File: config.mk
export PLATFORM = sky130hd
export DESIGN_NAME = iir_third_order_df2_fixed_top
export DESIGN_NICKNAME = d
export VERILOG_FILES = /design/src/design/iir3_pkg.sv /design/src/design/iir3_top.sv /design/src/design/iir3_coef_regs.sv /design/src/design/iir3_datapath.sv /design/src/design/iir3_seq.sv
export SDC_FILE = /design/constraint.sdc
export NUM_CORES = 1
export LEC_CHECK = 0
export BUFFER_PORTS_ARGS = -buffer_cell sky130_fd_sc_hd__buf_4
export CORE_MARGIN = 3
export CORE_UTILIZATION = 45
export DETAILED_ROUTE_END_ITERATION = 6
export GPL_TIMING_DRIVEN = 0
export PLACE_DENSITY_LB_ADDON = 0.1
export SKIP_LAST_GASP = 1
export SLEW_MARGIN = 5
export SYNTH_ARGS = -nofsm -noshare
export SYNTH_HDL_FRONTEND = slang
export SYNTH_SLANG_ARGS = --single-unit
File: constraint.sdc
create_clock -name clk -period 18.35 [get_ports clk]
set_input_delay 0.9175 -clock clk [delete_from_list [all_inputs] [get_ports clk]]
set_output_delay 0.9175 -clock clk [all_outputs]
set_load 0.01 [all_outputs]
File: src/design/iir3_pkg.sv
// iir3_pkg: shared widths, constants, codes and the control struct for the
// third-order direct form II filter
// no dependencies
package iir3_pkg;

  // field and datapath widths
  localparam int DATA_W     = 8;
  localparam int COEF_W     = 11;
  localparam int STATE_W    = 16;
  localparam int FRAC_SHIFT = COEF_W - 1;
  localparam int ALIGN      = COEF_W - DATA_W;
  localparam int TAPS       = 3;
  localparam int NUM_REGS   = 7;
  localparam int REG_IDX_W  = $clog2(NUM_REGS);

  // product, scaled product and accumulator widths
  localparam int PROD_W = STATE_W + COEF_W;
  localparam int SHP_W  = PROD_W - FRAC_SHIFT;
  localparam int ACC_W  = SHP_W + 3;

  // run steps of the shared multiplier
  localparam int NUM_STEPS = 8;
  localparam int STEP_W    = $clog2(NUM_STEPS);

  typedef logic signed [DATA_W-1:0]  sample_t;
  typedef logic signed [COEF_W-1:0]  coef_t;
  typedef logic signed [STATE_W-1:0] state_t;
  typedef logic signed [PROD_W-1:0]  prod_t;
  typedef logic signed [ACC_W-1:0]   acc_t;
  typedef coef_t [NUM_REGS-1:0]      coef_bank_t;

  // saturation bounds in accumulator width
  localparam acc_t W_MAX = ACC_W'((1 <<< (STATE_W - 1)) - 1);
  localparam acc_t W_MIN = ACC_W'(-(1 <<< (STATE_W - 1)));
  localparam acc_t Y_MAX = ACC_W'((1 <<< (DATA_W - 1)) - 1);
  localparam acc_t Y_MIN = ACC_W'(-(1 <<< (DATA_W - 1)));

  // coefficient register indexes
  typedef enum logic [REG_IDX_W-1:0] {
    REG_FB1 = 3'd0,
    REG_FB2 = 3'd1,
    REG_FB3 = 3'd2,
    REG_FF0 = 3'd3,
    REG_FF1 = 3'd4,
    REG_FF2 = 3'd5,
    REG_FF3 = 3'd6
  } reg_idx_t;

  // coefficient reset values, register 0 in the lowest bits
  localparam coef_bank_t COEF_RESET = {
    COEF_W'(78), COEF_W'(364), COEF_W'(494), COEF_W'(208),
    COEF_W'(75), COEF_W'(-56), COEF_W'(0)
  };

  // multiplier operand a
  typedef enum logic [1:0] {
    OPA_D0,
    OPA_D1,
    OPA_D2,
    OPA_W
  } opa_sel_t;

  // accumulator operation
  typedef enum logic [2:0] {
    ACC_HOLD,
    ACC_CLR,
    ACC_SUB,
    ACC_ADD,
    ACC_LOAD
  } acc_op_t;

  // sequencer states
  typedef enum logic [1:0] {
    ST_IDLE,
    ST_RUN,
    ST_DONE
  } seq_state_t;

  // control from sequencer to datapath
  typedef struct packed {
    logic     x_load;
    logic     mul_en;
    opa_sel_t opa_sel;
    reg_idx_t coef_sel;
    acc_op_t  acc_op;
    logic     w_load;
    logic     out_load;
  } dp_ctrl_t;

endpackage

File: src/design/iir3_top.sv
// iir_third_order_df2_fixed_top: third-order direct form II fixed-point filter
// depends on iir3_pkg, iir3_coef_regs, iir3_seq, iir3_datapath
//
// Usage
//   in_*  : one signed 8-bit sample per transfer, in_tdata[7:0].
//   out_* : one saturated signed 8-bit sample per input, out_tdata[7:0].
//   cfg_* : coefficient writes, cfg_index 0..6 selects fb_coef_1..3,
//           ff_coef_0..3; index 7 is ignored. cfg_ready is always high.
//           Write only while no sample is in flight.
// Timing
//   One 16x11 multiplier is shared over eight steps (three feedback
//   products, four feedforward products, w is formed in between).
//   After an input transfer the sequencer runs the steps and a done
//   state; the result turns valid and in_tready returns at the same edge.
//   in_tready is low while a sample is being computed.
// Reset and stalls
//   rst_n (synchronous, active low) clears the delay line and restores
//   the default coefficients. A result waiting in the output register
//   does not block the next input; if it has still not been taken when
//   the next result is ready, the sequencer holds until it is.
module iir_third_order_df2_fixed_top (
  input  logic                           clk,
  input  logic                           rst_n,
  // input stream
  input  logic                           in_tvalid,
  output logic                           in_tready,
  input  logic [7:0]                     in_tdata,   // [7:0] sample_in
  // output stream
  output logic                           out_tvalid,
  input  logic                           out_tready,
  output logic [7:0]                     out_tdata,  // [7:0] sample_out
  // coefficient writes
  input  logic                           cfg_valid,
  output logic                           cfg_ready,
  input  logic [iir3_pkg::REG_IDX_W-1:0] cfg_index,
  input  logic [iir3_pkg::COEF_W-1:0]    cfg_data
);
  import iir3_pkg::*;

  coef_bank_t coefs;
  dp_ctrl_t   ctrl;
  sample_t    sample_out;

  // coefficient registers
  iir3_coef_regs u_coef_regs (
    .clk       (clk),
    .rst_n     (rst_n),
    .cfg_valid (cfg_valid),
    .cfg_ready (cfg_ready),
    .cfg_index (cfg_index),
    .cfg_data  (cfg_data),
    .coefs     (coefs)
  );

  // sequencer
  iir3_seq u_seq (
    .clk        (clk),
    .rst_n      (rst_n),
    .in_tvalid  (in_tvalid),
    .in_tready  (in_tready),
    .out_tvalid (out_tvalid),
    .out_tready (out_tready),
    .ctrl       (ctrl)
  );

  // arithmetic and state
  iir3_datapath u_datapath (
    .clk        (clk),
    .rst_n      (rst_n),
    .ctrl       (ctrl),
    .sample_in  (sample_t'(in_tdata)),
    .coefs      (coefs),
    .sample_out (sample_out)
  );

  assign out_tdata = sample_out;

endmodule

File: src/design/iir3_coef_regs.sv
// iir3_coef_regs: the seven coefficient registers and their write port
// depends on iir3_pkg
module iir3_coef_regs (
  input  logic                          clk,
  input  logic                          rst_n,
  input  logic                          cfg_valid,
  output logic                          cfg_ready,
  input  logic [iir3_pkg::REG_IDX_W-1:0] cfg_index,
  input  logic [iir3_pkg::COEF_W-1:0]   cfg_data,
  output iir3_pkg::coef_bank_t          coefs
);
  import iir3_pkg::*;

  coef_bank_t coef_r;

  // always able to take a write
  assign cfg_ready = 1'b1;
  assign coefs     = coef_r;

  // register write, indexes past the last register are dropped
  always_ff @(posedge clk) begin
    if (!rst_n) begin
      coef_r <= COEF_RESET;
    end else if (cfg_valid && cfg_ready && (cfg_index < REG_IDX_W'(NUM_REGS))) begin
      coef_r[cfg_index] <= cfg_data;
    end
  end

endmodule

File: src/design/iir3_datapath.sv
// iir3_datapath: shared 16x11 multiplier, accumulator, delay line,
// intermediate word and output sample register
// depends on iir3_pkg
module iir3_datapath (
  input  logic                 clk,
  input  logic                 rst_n,
  input  iir3_pkg::dp_ctrl_t   ctrl,
  input  iir3_pkg::sample_t    sample_in,
  input  iir3_pkg::coef_bank_t coefs,
  output iir3_pkg::sample_t    sample_out
);
  import iir3_pkg::*;

  sample_t x_r;
  state_t  delay_r [TAPS];
  state_t  w_r;
  prod_t   prod_r;
  acc_t    acc_r;
  sample_t out_r;

  state_t  op_a;
  coef_t   op_b;
  prod_t   prod_nxt;
  logic signed [SHP_W-1:0] term_s;
  acc_t    term;
  acc_t    acc_nxt;
  acc_t    w_sum;
  state_t  w_nxt;
  acc_t    y_sh;
  sample_t y_nxt;

  // operand selection
  always_comb begin
    case (ctrl.opa_sel)
      OPA_D0:  op_a = delay_r[0];
      OPA_D1:  op_a = delay_r[1];
      OPA_D2:  op_a = delay_r[2];
      OPA_W:   op_a = w_r;
      default: op_a = w_r;
    endcase
    op_b = coefs[ctrl.coef_sel];
  end

  // shared multiplier, product registered
  assign prod_nxt = PROD_W'(op_a) * PROD_W'(op_b);

  // product scaled by the fraction shift (floor)
  assign term_s = prod_r[PROD_W-1:FRAC_SHIFT];
  assign term   = ACC_W'(term_s);

  // accumulator update
  always_comb begin
    case (ctrl.acc_op)
      ACC_HOLD: acc_nxt = acc_r;
      ACC_CLR:  acc_nxt = '0;
      ACC_SUB:  acc_nxt = acc_r - term;
      ACC_ADD:  acc_nxt = acc_r + term;
      ACC_LOAD: acc_nxt = term;
      default:  acc_nxt = acc_r;
    endcase
  end

  // intermediate word: aligned input plus feedback, saturated
  always_comb begin
    w_sum = acc_r + (ACC_W'(x_r) <<< ALIGN);
    if (w_sum > W_MAX) begin
      w_nxt = W_MAX[STATE_W-1:0];
    end else if (w_sum < W_MIN) begin
      w_nxt = W_MIN[STATE_W-1:0];
    end else begin
      w_nxt = w_sum[STATE_W-1:0];
    end
  end

  // output: feedforward sum shifted back down, saturated
  always_comb begin
    y_sh = acc_r >>> ALIGN;
    if (y_sh > Y_MAX) begin
      y_nxt = Y_MAX[DATA_W-1:0];
    end else if (y_sh < Y_MIN) begin
      y_nxt = Y_MIN[DATA_W-1:0];
    end else begin
      y_nxt = y_sh[DATA_W-1:0];
    end
  end

  // working registers
  always_ff @(posedge clk) begin
    if (ctrl.x_load) begin
      x_r <= sample_in;
    end
    if (ctrl.mul_en) begin
      prod_r <= prod_nxt;
    end
    acc_r <= acc_nxt;
    if (ctrl.w_load) begin
      w_r <= w_nxt;
    end
    if (ctrl.out_load) begin
      out_r <= y_nxt;
    end
  end

  // delay line shifts in w when the result is issued
  always_ff @(posedge clk) begin
    if (!rst_n) begin
      for (int i = 0; i < TAPS; i++) begin
        delay_r[i] <= '0;
      end
    end else if (ctrl.out_load) begin
      for (int i = TAPS - 1; i > 0; i--) begin
        delay_r[i] <= delay_r[i-1];
      end
      delay_r[0] <= w_r;
    end
  end

  assign sample_out = out_r;

endmodule

File: src/design/iir3_seq.sv
// iir3_seq: sequencer for the shared multiplier and the stream handshakes
// depends on iir3_pkg
module iir3_seq (
  input  logic               clk,
  input  logic               rst_n,
  input  logic               in_tvalid,
  output logic               in_tready,
  output logic               out_tvalid,
  input  logic               out_tready,
  output iir3_pkg::dp_ctrl_t ctrl
);
  import iir3_pkg::*;

  seq_state_t        state_r, state_nxt;
  logic [STEP_W-1:0] step_r, step_nxt;
  logic              out_tvalid_r, out_tvalid_nxt;
  logic              in_xfer;
  logic              out_free;

  assign in_tready  = (state_r == ST_IDLE);
  assign in_xfer    = in_tvalid && in_tready;
  assign out_free   = !out_tvalid_r || out_tready;
  assign out_tvalid = out_tvalid_r;

  // next state
  always_comb begin
    state_nxt = state_r;
    step_nxt  = step_r;
    case (state_r)
      ST_IDLE: begin
        step_nxt = '0;
        if (in_xfer) begin
          state_nxt = ST_RUN;
        end
      end
      ST_RUN: begin
        step_nxt = step_r + 1'b1;
        if (step_r == STEP_W'(NUM_STEPS - 1)) begin
          state_nxt = ST_DONE;
        end
      end
      ST_DONE: begin
        if (out_free) begin
          state_nxt = ST_IDLE;
        end
      end
      default: state_nxt = ST_IDLE;
    endcase
  end

  // datapath control
  always_comb begin
    ctrl          = '0;
    ctrl.opa_sel  = OPA_D0;
    ctrl.coef_sel = REG_FB1;
    ctrl.acc_op   = ACC_HOLD;
    case (state_r)
      ST_IDLE: begin
        if (in_xfer) begin
          ctrl.x_load = 1'b1;
          ctrl.acc_op = ACC_CLR;
        end
      end
      ST_RUN: begin
        case (step_r)
          3'd0: begin
            ctrl.mul_en = 1'b1;
          end
          3'd1: begin
            ctrl.mul_en   = 1'b1;
            ctrl.opa_sel  = OPA_D1;
            ctrl.coef_sel = REG_FB2;
            ctrl.acc_op   = ACC_SUB;
          end
          3'd2: begin
            ctrl.mul_en   = 1'b1;
            ctrl.opa_sel  = OPA_D2;
            ctrl.coef_sel = REG_FB3;
            ctrl.acc_op   = ACC_SUB;
          end
          3'd3: begin
            ctrl.mul_en   = 1'b1;
            ctrl.coef_sel = REG_FF1;
            ctrl.acc_op   = ACC_SUB;
          end
          3'd4: begin
            // feedback complete: form w, restart the sum on the first ff term
            ctrl.mul_en   = 1'b1;
            ctrl.opa_sel  = OPA_D1;
            ctrl.coef_sel = REG_FF2;
            ctrl.acc_op   = ACC_LOAD;
            ctrl.w_load   = 1'b1;
          end
          3'd5: begin
            ctrl.mul_en   = 1'b1;
            ctrl.opa_sel  = OPA_D2;
            ctrl.coef_sel = REG_FF3;
            ctrl.acc_op   = ACC_ADD;
          end
          3'd6: begin
            ctrl.mul_en   = 1'b1;
            ctrl.opa_sel  = OPA_W;
            ctrl.coef_sel = REG_FF0;
            ctrl.acc_op   = ACC_ADD;
          end
          default: begin
            ctrl.acc_op = ACC_ADD;
          end
        endcase
      end
      ST_DONE: begin
        ctrl.out_load = out_free;
      end
      default: ctrl.acc_op = ACC_HOLD;
    endcase
  end

  // output valid flag
  always_comb begin
    out_tvalid_nxt = out_tvalid_r;
    if (ctrl.out_load) begin
      out_tvalid_nxt = 1'b1;
    end else if (out_tready) begin
      out_tvalid_nxt = 1'b0;
    end
  end

  // control registers
  always_ff @(posedge clk) begin
    if (!rst_n) begin
      state_r      <= ST_IDLE;
      step_r       <= '0;
      out_tvalid_r <= 1'b0;
    end else begin
      state_r      <= state_nxt;
      step_r       <= step_nxt;
      out_tvalid_r <= out_tvalid_nxt;
    end
  end

`ifndef SYNTHESIS
  // a transfer always starts the run at its first step
  a_start_run: assert property (@(posedge clk) disable iff (!rst_n)
    in_xfer |=> (state_r == ST_RUN) && (step_r == '0))
    else $error("run did not start after input transfer");

  // the last step hands over to the result stage
  a_run_end: assert property (@(posedge clk) disable iff (!rst_n)
    (state_r == ST_RUN) && (step_r == STEP_W'(NUM_STEPS - 1)) |=> (state_r == ST_DONE))
    else $error("run did not finish after last step");

  // a new result never overwrites one still waiting
  a_no_overwrite: assert property (@(posedge clk) disable iff (!rst_n)
    ctrl.out_load |-> (!out_tvalid_r || out_tready))
    else $error("result register overwritten while stalled");

  // a result issue is followed by valid output
  a_issue_valid: assert property (@(posedge clk) disable iff (!rst_n)
    ctrl.out_load |=> out_tvalid_r && (state_r == ST_IDLE))
    else $error("issued result not presented");
`endif

endmodule

==> summary by stage, run 1 <==
Job
The max-capacitance violation count is 0.

Timing
The clock skew after layout is 0.01184 ns. The worst path uses 53.20% of the clock period. For this run, the top clock speed supported by timing is 0.1024 GHz. Headroom to the max-slew limit came out at 28.16%. Setup repair after global routing left no endpoint under its margin.

For the pin with the worst max-slew slack, the measured transition is 1.078 ns. After layout, the minimum clock period comes to 9.762 ns. The number of pins with negative max-slew slack in the final report is 0.

The final hold violation count was 0. The count of final setup violators is 0. The final total negative setup slack is 0 ns.

Yosys
Counting every instance in the synthesized netlist gives 1878. After synthesis, the most frequently instantiated cells are nand2_1, inv_1, fa_1. The number of nets handed over by synthesis was 2164. The average footprint of a synthesized cell is 9.024 um^2. The post-synthesis cell type with the largest combined area is edfxtp_1.

After synthesis, flip-flops and latches occupy 30.54% of the total area. The main flop type after synthesis is edfxtp_1. Yosys attributes the largest share of cell area to edfxtp_1, fa_1, dfxtp_1. In this run, synthesis produced a sequential element count of 200.

The netlist area before placement is 16950 um^2. Yosys mapped a number of flops with a built-in enable equal to 117. The cell with the most instances after synthesis is nand2_1.

The top cell type's share of synthesized area is 20.73%. Synthesis instantiated 61 different standard cells from the library. Yosys printed 0 warnings. Of all flip-flops after synthesis, the portion carrying an async set or reset was 0%.

Global routing
The first-pass GRT wire length is 73130 um. The total overflow left after global routing is 0. The initial antenna violation count is 0.

The number of global-route vias before repair is 13.28k. Global routing consumed, over all layers together, 23.69% of the routing resources. Global routing used 3.558% of the available met3 tracks. Entering global routing, the biggest net connects 26 pins. The met1 usage is 32.95%. For this run, global-route usage on met2 was measured as 39.38%.

met2 is the most crowded layer.

Floorplan
The floorplan step set the die height to 200.1 um. The I/O pin count is 38. The placeable core region is 36870 um^2. The overall die area is 40020 um^2.

From left edge to right edge, the die measures 200.1 um. The starting density of the core is 45.96%. The number of rows created at floorplan is 70.

Drt
After detailed routing, the number of remaining DRC violations is 0. In this run, the number of DRC markers left after iteration 0 of detailed routing was 811. For this run, the detailed router's first-pass iteration total came to 5.

The routed wirelength normalized by instance count is 18.59 um. The routed layout has 13.30k vias. The routed via count divided by cell count is 5.424. The detail route stage leaves a number of antenna-violating nets equal to 0. The sum of routed wire length over all layers is 45570 um.

Placement
The weighted congestion at the end of routability-driven global placement is 0.8842. After detailed placement, the total cell area comes to 17910 um^2. The number of port buffers is 35. The HPWL reported at the end of detailed placement is 35990 um.

Clocking
The clock latency on the worst-skew pair is 0.45 ns. The clock root buffer master is clkbuf_16. The CTS tree is built.

The clock buffer count from CTS is 17. The post-cts gate resize count is 0. The maximum level of the CTS H-tree is 4. The number of buffers between clock root and the deepest sink is 2. The clock-pin slew on the worst setup and hold paths is 0.08 ns. The hold-fix buffer count after cts is 0. The total number of clock tree sinks is 200. The buffer count from post-CTS setup fixing is 0.

Layout
The share of layout cells above drive strength 1 is 5.801%. The area growth from synthesis to layout is 8.912%. The cell area after layout is 18460 um^2. Measured on the finished design, the core utilization comes to 50.05%. The number of diodes added for antenna fixing is 0. The post-layout net count is 2221.

Power
The clock network is responsible for 29.7% of the overall power. The cell leakage power is 8.180 nW. The switching power as a share of total power is 33.41%. The total power is 1.204 mW. The power per standard cell area is 65.26 nW/um^2. The analysis attributes to net switching a power of 0.4023 mW.

The largest voltage drop on the vdd net is 0.09304 mV. The combinational group share of total power is 27.2%. The internal power component is 0.8020 mW. Sequential cells account for 43.1% of the total power.

Setup path
The type of the worst setup path is flop to flop. Of all nets on the critical path, the largest fanout is 10. The endpoint class of the critical path is a flop.

For the worst setup path, the data arrival time is 9.92 ns. The required time of the critical path is 18.51 ns. The critical path launch point type is a flop.

Status
The run finished with clean final reports.

Worst hold path
The min-delay analysis places its worst path in the category flop to flop.
power groups by stage:
stage	sequential [mW]	clock [mW]	combinational, mW
finish	0.519	0.358	0.328
global route	0.521	0.384	0.369
CTS	0.519	0.365	0.328
detailed placement	0.529	0	0.325
global placement	0.530	0	0.319
floorplan	0.523	0	0.234
kinds of logic (layout without fill, tap and decap cells):
kind of cell | after synthesis | after routing | share of synthesized area [%]
simple gates | 683 | 683 | 18.07
compound gates | 331 | 331 | 12.48
buf+inv | 301 | 371 | 6.874
fa+ha+maj | 259 | 259 | 26.30
flops | 200 | 200 | 30.54
xor+xnor | 68 | 68 | 3.559
mux | 35 | 35 | 2.156
other cells | 1 | 1 | 0.02213
worst max-delay path: stages, from the launching register on:
cell and delay, ns:
dfxtp_1 0.40, clkbuf_1 0.35, inv_1 0.09, ha_1 0.29, o21ai_1 0.54, buf_2 0.42
mux2_2 0.39, nor2_1 0.10, a211oi_1 0.07, a21oi_1 0.81, clkbuf_1 0.50, nor2_1 0.15
fa_1 0.54, fa_1 0.55, fa_1 0.53, fa_1 0.55, inv_1 0.06, fa_1 0.53
inv_1 0.04, ha_1 0.34, nand3_1 0.12, or2_2 0.32, nor3b_1 0.44, o41ai_1 0.23
o21ai_0 0.31, a21o_1 0.20, a211oi_1 0.07, nor3_1 0.49
final cells by class:
| type | instances | area (um^2) |
|---|---|---|
| buffer | 81 | 339.1 |
| sequential | 200 | 5175 |
| clock buffer | 17 | 425.4 |
| multi-input combinational | 1377 | 10640 |
| fill | 3568 | 18420 |
| clock inverter | 15 | 116.4 |
| timing repair buffer | 38 | 309.0 |
| tap | 504 | 630.6 |
| inverter | 220 | 825.8 |
registers in the layout, summed over array words and instances, names as in the netlist:
name / count
u_coef_regs.coefs: 77
u_datapath.delay_r: 48
u_datapath.acc_r: 20
u_datapath.prod_r: 17
u_datapath.w_r: 16
u_datapath.sample_out: 8
u_datapath.x_r: 8
u_seq.step_r: 3
u_seq.state_r: 2
u_seq.out_tvalid: 1
cells in the final DEF, fill, tap and decap left out, types with 48 or more instances in the layout:
master    Yosys  layout
nand2_1     337     337
edfxtp_1    117     117
ha_1         97      97
o21ai_0      82      81
a21boi_0     50      50
and3_1       55      55
fa_1        162     162
dfxtp_1      83      83
nand3_1      48      48
clkbuf_1     68      68
a21oi_1      57      57
inv_1       220     220
nor2_1      126     126
routing by layer:
layer	share of wire [%]	vias up
met5	0	-
met4	1.8	0
met3	4.6	45
met2	48	315
met1	45	6602
li1	-	6338
through the flow:
stage	worst slack [ns]	std cells	hold WS [ns]
after global routing	8.150	2452	0.4889
after global placement	8.874	2417	0.4461
final	8.588	2452	0.4636
after CTS	8.741	2452	0.4676
after floorplan	10.73	1878	0.4368
after detailed placement	8.817	2420	0.4532
worst paths after layout:
kind | end | startpoint | cells after the start | slack, ns
min reg2reg | u_coef_regs.coefs[48] | u_coef_regs.coefs[48] | 2 | 0.46
min | u_coef_regs.coefs[48] | u_coef_regs.coefs[48] | 2 | 0.46
max | u_datapath.prod_r[24] | u_seq.step_r[2] | 27 | 8.59
max reg2reg | u_datapath.prod_r[24] | u_seq.step_r[2] | 27 | 8.59
No activity file was read; power rests on OpenSTA's default activity.
==> inputs of run 2 (changes only) <==
Clock period 18.35 ns to 9.1 ns, I/O delays scaled along.
==> run 2 against run 1 <==
Die area unchanged; core utilization up 0.32 points; clock power grew 100%; via count is 0.62% lower; critical endpoint unchanged; largest cell class unchanged.
==> summary by stage, run 2 (same netlist as run 1, synthesis figures left out) <==
Status
The flow ran to the end, and the final reports show no timing, DRC or antenna violations.

Power
The largest voltage drop on the vdd net is 0.1889 mV. Cell internal power was estimated by the tool at 1.619 mW. In this run, the combinational gates consume 27.4% of the power. The power per standard cell area is 131.0 nW/um^2.

The total power is 2.433 mW. The share of total power in the clock network is 29.6%. Per report_power, the sequential group accounts for 43.0% of the total. The cell leakage power is 8.248 nW.

In this run the power spent charging and discharging nets is 0.8132 mW. In this run switching power makes up 33.43% of total power.

Floorplan
The placeable core region is 36870 um^2. The I/O pin count is 38. The die covers 40020 um^2. In this run the vertical extent of the chip is 200.1 um. From left edge to right edge, the die measures 200.1 um. The starting density of the core is 45.96%. The number of rows created at floorplan is 70.

Drt
The post-route antenna net violation count is 0. The violation count after the first detailed-routing iteration is 894. In the final routed layout, each cell accounts on average for 18.61 um. The total number of vias is 13.22k. The first TritonRoute pass finished after 7 iterations. The sum of routed wire length over all layers is 45660 um. The number of remaining DRC errors is 0. In the routed layout, each cell is associated on average with a via count of 5.386.

Setup path
STA classifies the critical path endpoint as a flop. By startpoint and endpoint, the worst setup path is classified as flop to flop. The critical path crosses 26 cells after its start point. The kind of cell adding the most delay to the critical path is adder cells. The maximum fanout along the worst path is 10. The most numerous cell on the critical path is fa_1. The number of buffers and inverters on the critical path is 6. STA classifies the critical path startpoint as a flop.

Data on the critical path is required at its endpoint by 9.27 ns. At the worst endpoint, the arrival time is 8.88 ns. For flop-to-flop paths, the worst setup slack is 0.39 ns. The launch point of the critical path is u_seq.step_r[2]. The maximum single-stage delay on the critical path is 0.55 ns. Following the worst setup path forward leads to its endpoint at u_datapath.prod_r[24]. For this design, the slowest cell found on the critical path is fa_1. Counting cells, the worst reg-to-reg path comes to 26. The worst register-to-register path ends at u_datapath.prod_r[24]. The worst register-to-register path begins at u_seq.step_r[2].

Layout
The cell area after layout is 18580 um^2. The share of layout cells above drive strength 1 is 6.974%. In the layout the commonest cells are nand2_1, inv_1, fa_1. The count of non-filler cells in the finished layout is 2454. The most frequent standard cell in the layout excluding fill and tap cells is nand2_1. Cells fill 50.38% of the core in the end. Compared with the post-synthesis result, the final layout area differs by 9.613%. 0 antenna diodes ended up in the layout. The post-layout net count is 2223. The number of flip-flops under the largest register name is 77.

Timing
The share of the clock period used by the worst path is 95.74%. Subtracting the final worst setup slack from the clock period gives 8.712 ns. For this run, the top clock speed supported by timing is 0.1148 GHz. Measured against its own limit, the worst slew margin works out to 31.05%.

For the pin with the worst max-slew slack, the measured transition is 1.034 ns. The count of final setup violators is 0. Setup repair after global routing left no endpoint under its margin. The final hold violation count is 0. The number of pins with negative max-slew slack in the final report is 0.

The clock skew after layout is 0.01331 ns.

Clocking
Hold repair after CTS inserted 0 buffers. TritonCTS built the clock tree. In this run the clock root is driven by a clkbuf_16. In this run the number of H-tree levels came out at 4.

The clock drives 200 sinks. The clock buffer count from CTS is 17. Counting along the longest clock path gives a buffer depth of 2.

The clock latency on the worst-skew pair is 0.46 ns. After clock tree synthesis, the clock-pin slew on the worst setup and hold paths is 0.08 ns.

Placement
Including well taps, the total number of placed cells is 2420. The weighted congestion at the end of routability-driven global placement is 0.8842. The placed instances occupy a cell area of 17910 um^2. Detailed placement ended at an HPWL of 35990 um. The number of port buffers is 35.

Global routing
Summed over all layers, the global routing overflow is 0. The initial antenna violation count is 1. The first-pass GRT wire length is 73240 um. The number of global-route vias before repair is 13.33k.

The pin count of the biggest net entering global routing is 26. Global routing consumed, over all layers together, 23.72% of the routing resources.

Job
Max-cap violations in this run came to 0.

Worst hold path
The class of the most critical hold timing path is input port to flop. The number of instances on the worst hold path is 1.
## run 2: cell types whose count changed in the layout (fill, tap and decap cells not counted), sizes merged
cell    change
buf         +1
clkbuf      +1
## run 2: repair_timing
action / 4_1_cts / 5_1_grt
gates resized for setup: 12 / 16
endpoints found under the hold margin: 0 / 0
setup buffers: 0 / 2
setup endpoints to repair: 6 / 7
pin swaps: 0 / 1
## run 2: power by group through the flow
stage | clock network [mW] | logic [mW] | registers, mW
after floorplan | 0 | 0.472 | 1.05
after global placement | 0 | 0.643 | 1.07
after detailed placement | 0 | 0.655 | 1.07
after CTS | 0.736 | 0.663 | 1.05
after global routing | 0.774 | 0.748 | 1.05
final | 0.721 | 0.666 | 1.05
## run 2: cell type report
| class | instances | area [um^2] |
|---|---|---|
| clock inverter | 15 | 116.4 |
| tap | 504 | 630.6 |
| multi-input combinational | 1377 | 10730 |
| clock buffer | 17 | 425.4 |
| sequential | 200 | 5175 |
| buffer | 81 | 346.6 |
| timing repair buffer | 40 | 324.1 |
| fill | 3561 | 18300 |
| inverter | 220 | 825.8 |
## run 2: worst reg2reg max path, delay by kind of cell, from the launching register on
family | cells | cell delay [ns]
adders and majority gates | 7 | 3.30
AOI/OAI and AO/OA | 10 | 2.85
buffers and inverters | 6 | 1.30
DFF | 1 | 0.45
and+or+nand+nor | 2 | 0.27
muxes | 1 | 0.26
## run 2: metrics by stage
stage	setup WS, ns	TNS, ns	hold WS (ns)
floorplan	1.477	0	0.4368
global placement	-0.3761	-1.107	0.4461
detailed placement	-0.4332	-1.374	0.4532
CTS	0.01066	0	0.1577
global route	0.007257	0	0.1542
finish	0.3875	0	0.1814
## run 2: per-layer routing
metal,track usage [%],vias to the layer above,wire length (um)
met1,32.77,6581,20650
met3,3.760,41,1995
met5,0,-,0
met2,39.61,250,22240
li1,-,6346,-
met4,5.531,0,779
## run 2: worst min path at each step
stage	from	end	slack (ns)
5_1_grt	in_tdata[0]	u_datapath.x_r[0]	0.15
2_1_floorplan	u_coef_regs.coefs[45]	u_coef_regs.coefs[45]	0.44
3_3_place_gp	u_coef_regs.coefs[47]	u_coef_regs.coefs[47]	0.45
3_5_place_dp	u_coef_regs.coefs[47]	u_coef_regs.coefs[47]	0.45
4_1_cts	in_tdata[3]	u_datapath.x_r[3]	0.16
6_report	in_tdata[3]	u_datapath.x_r[3]	0.18
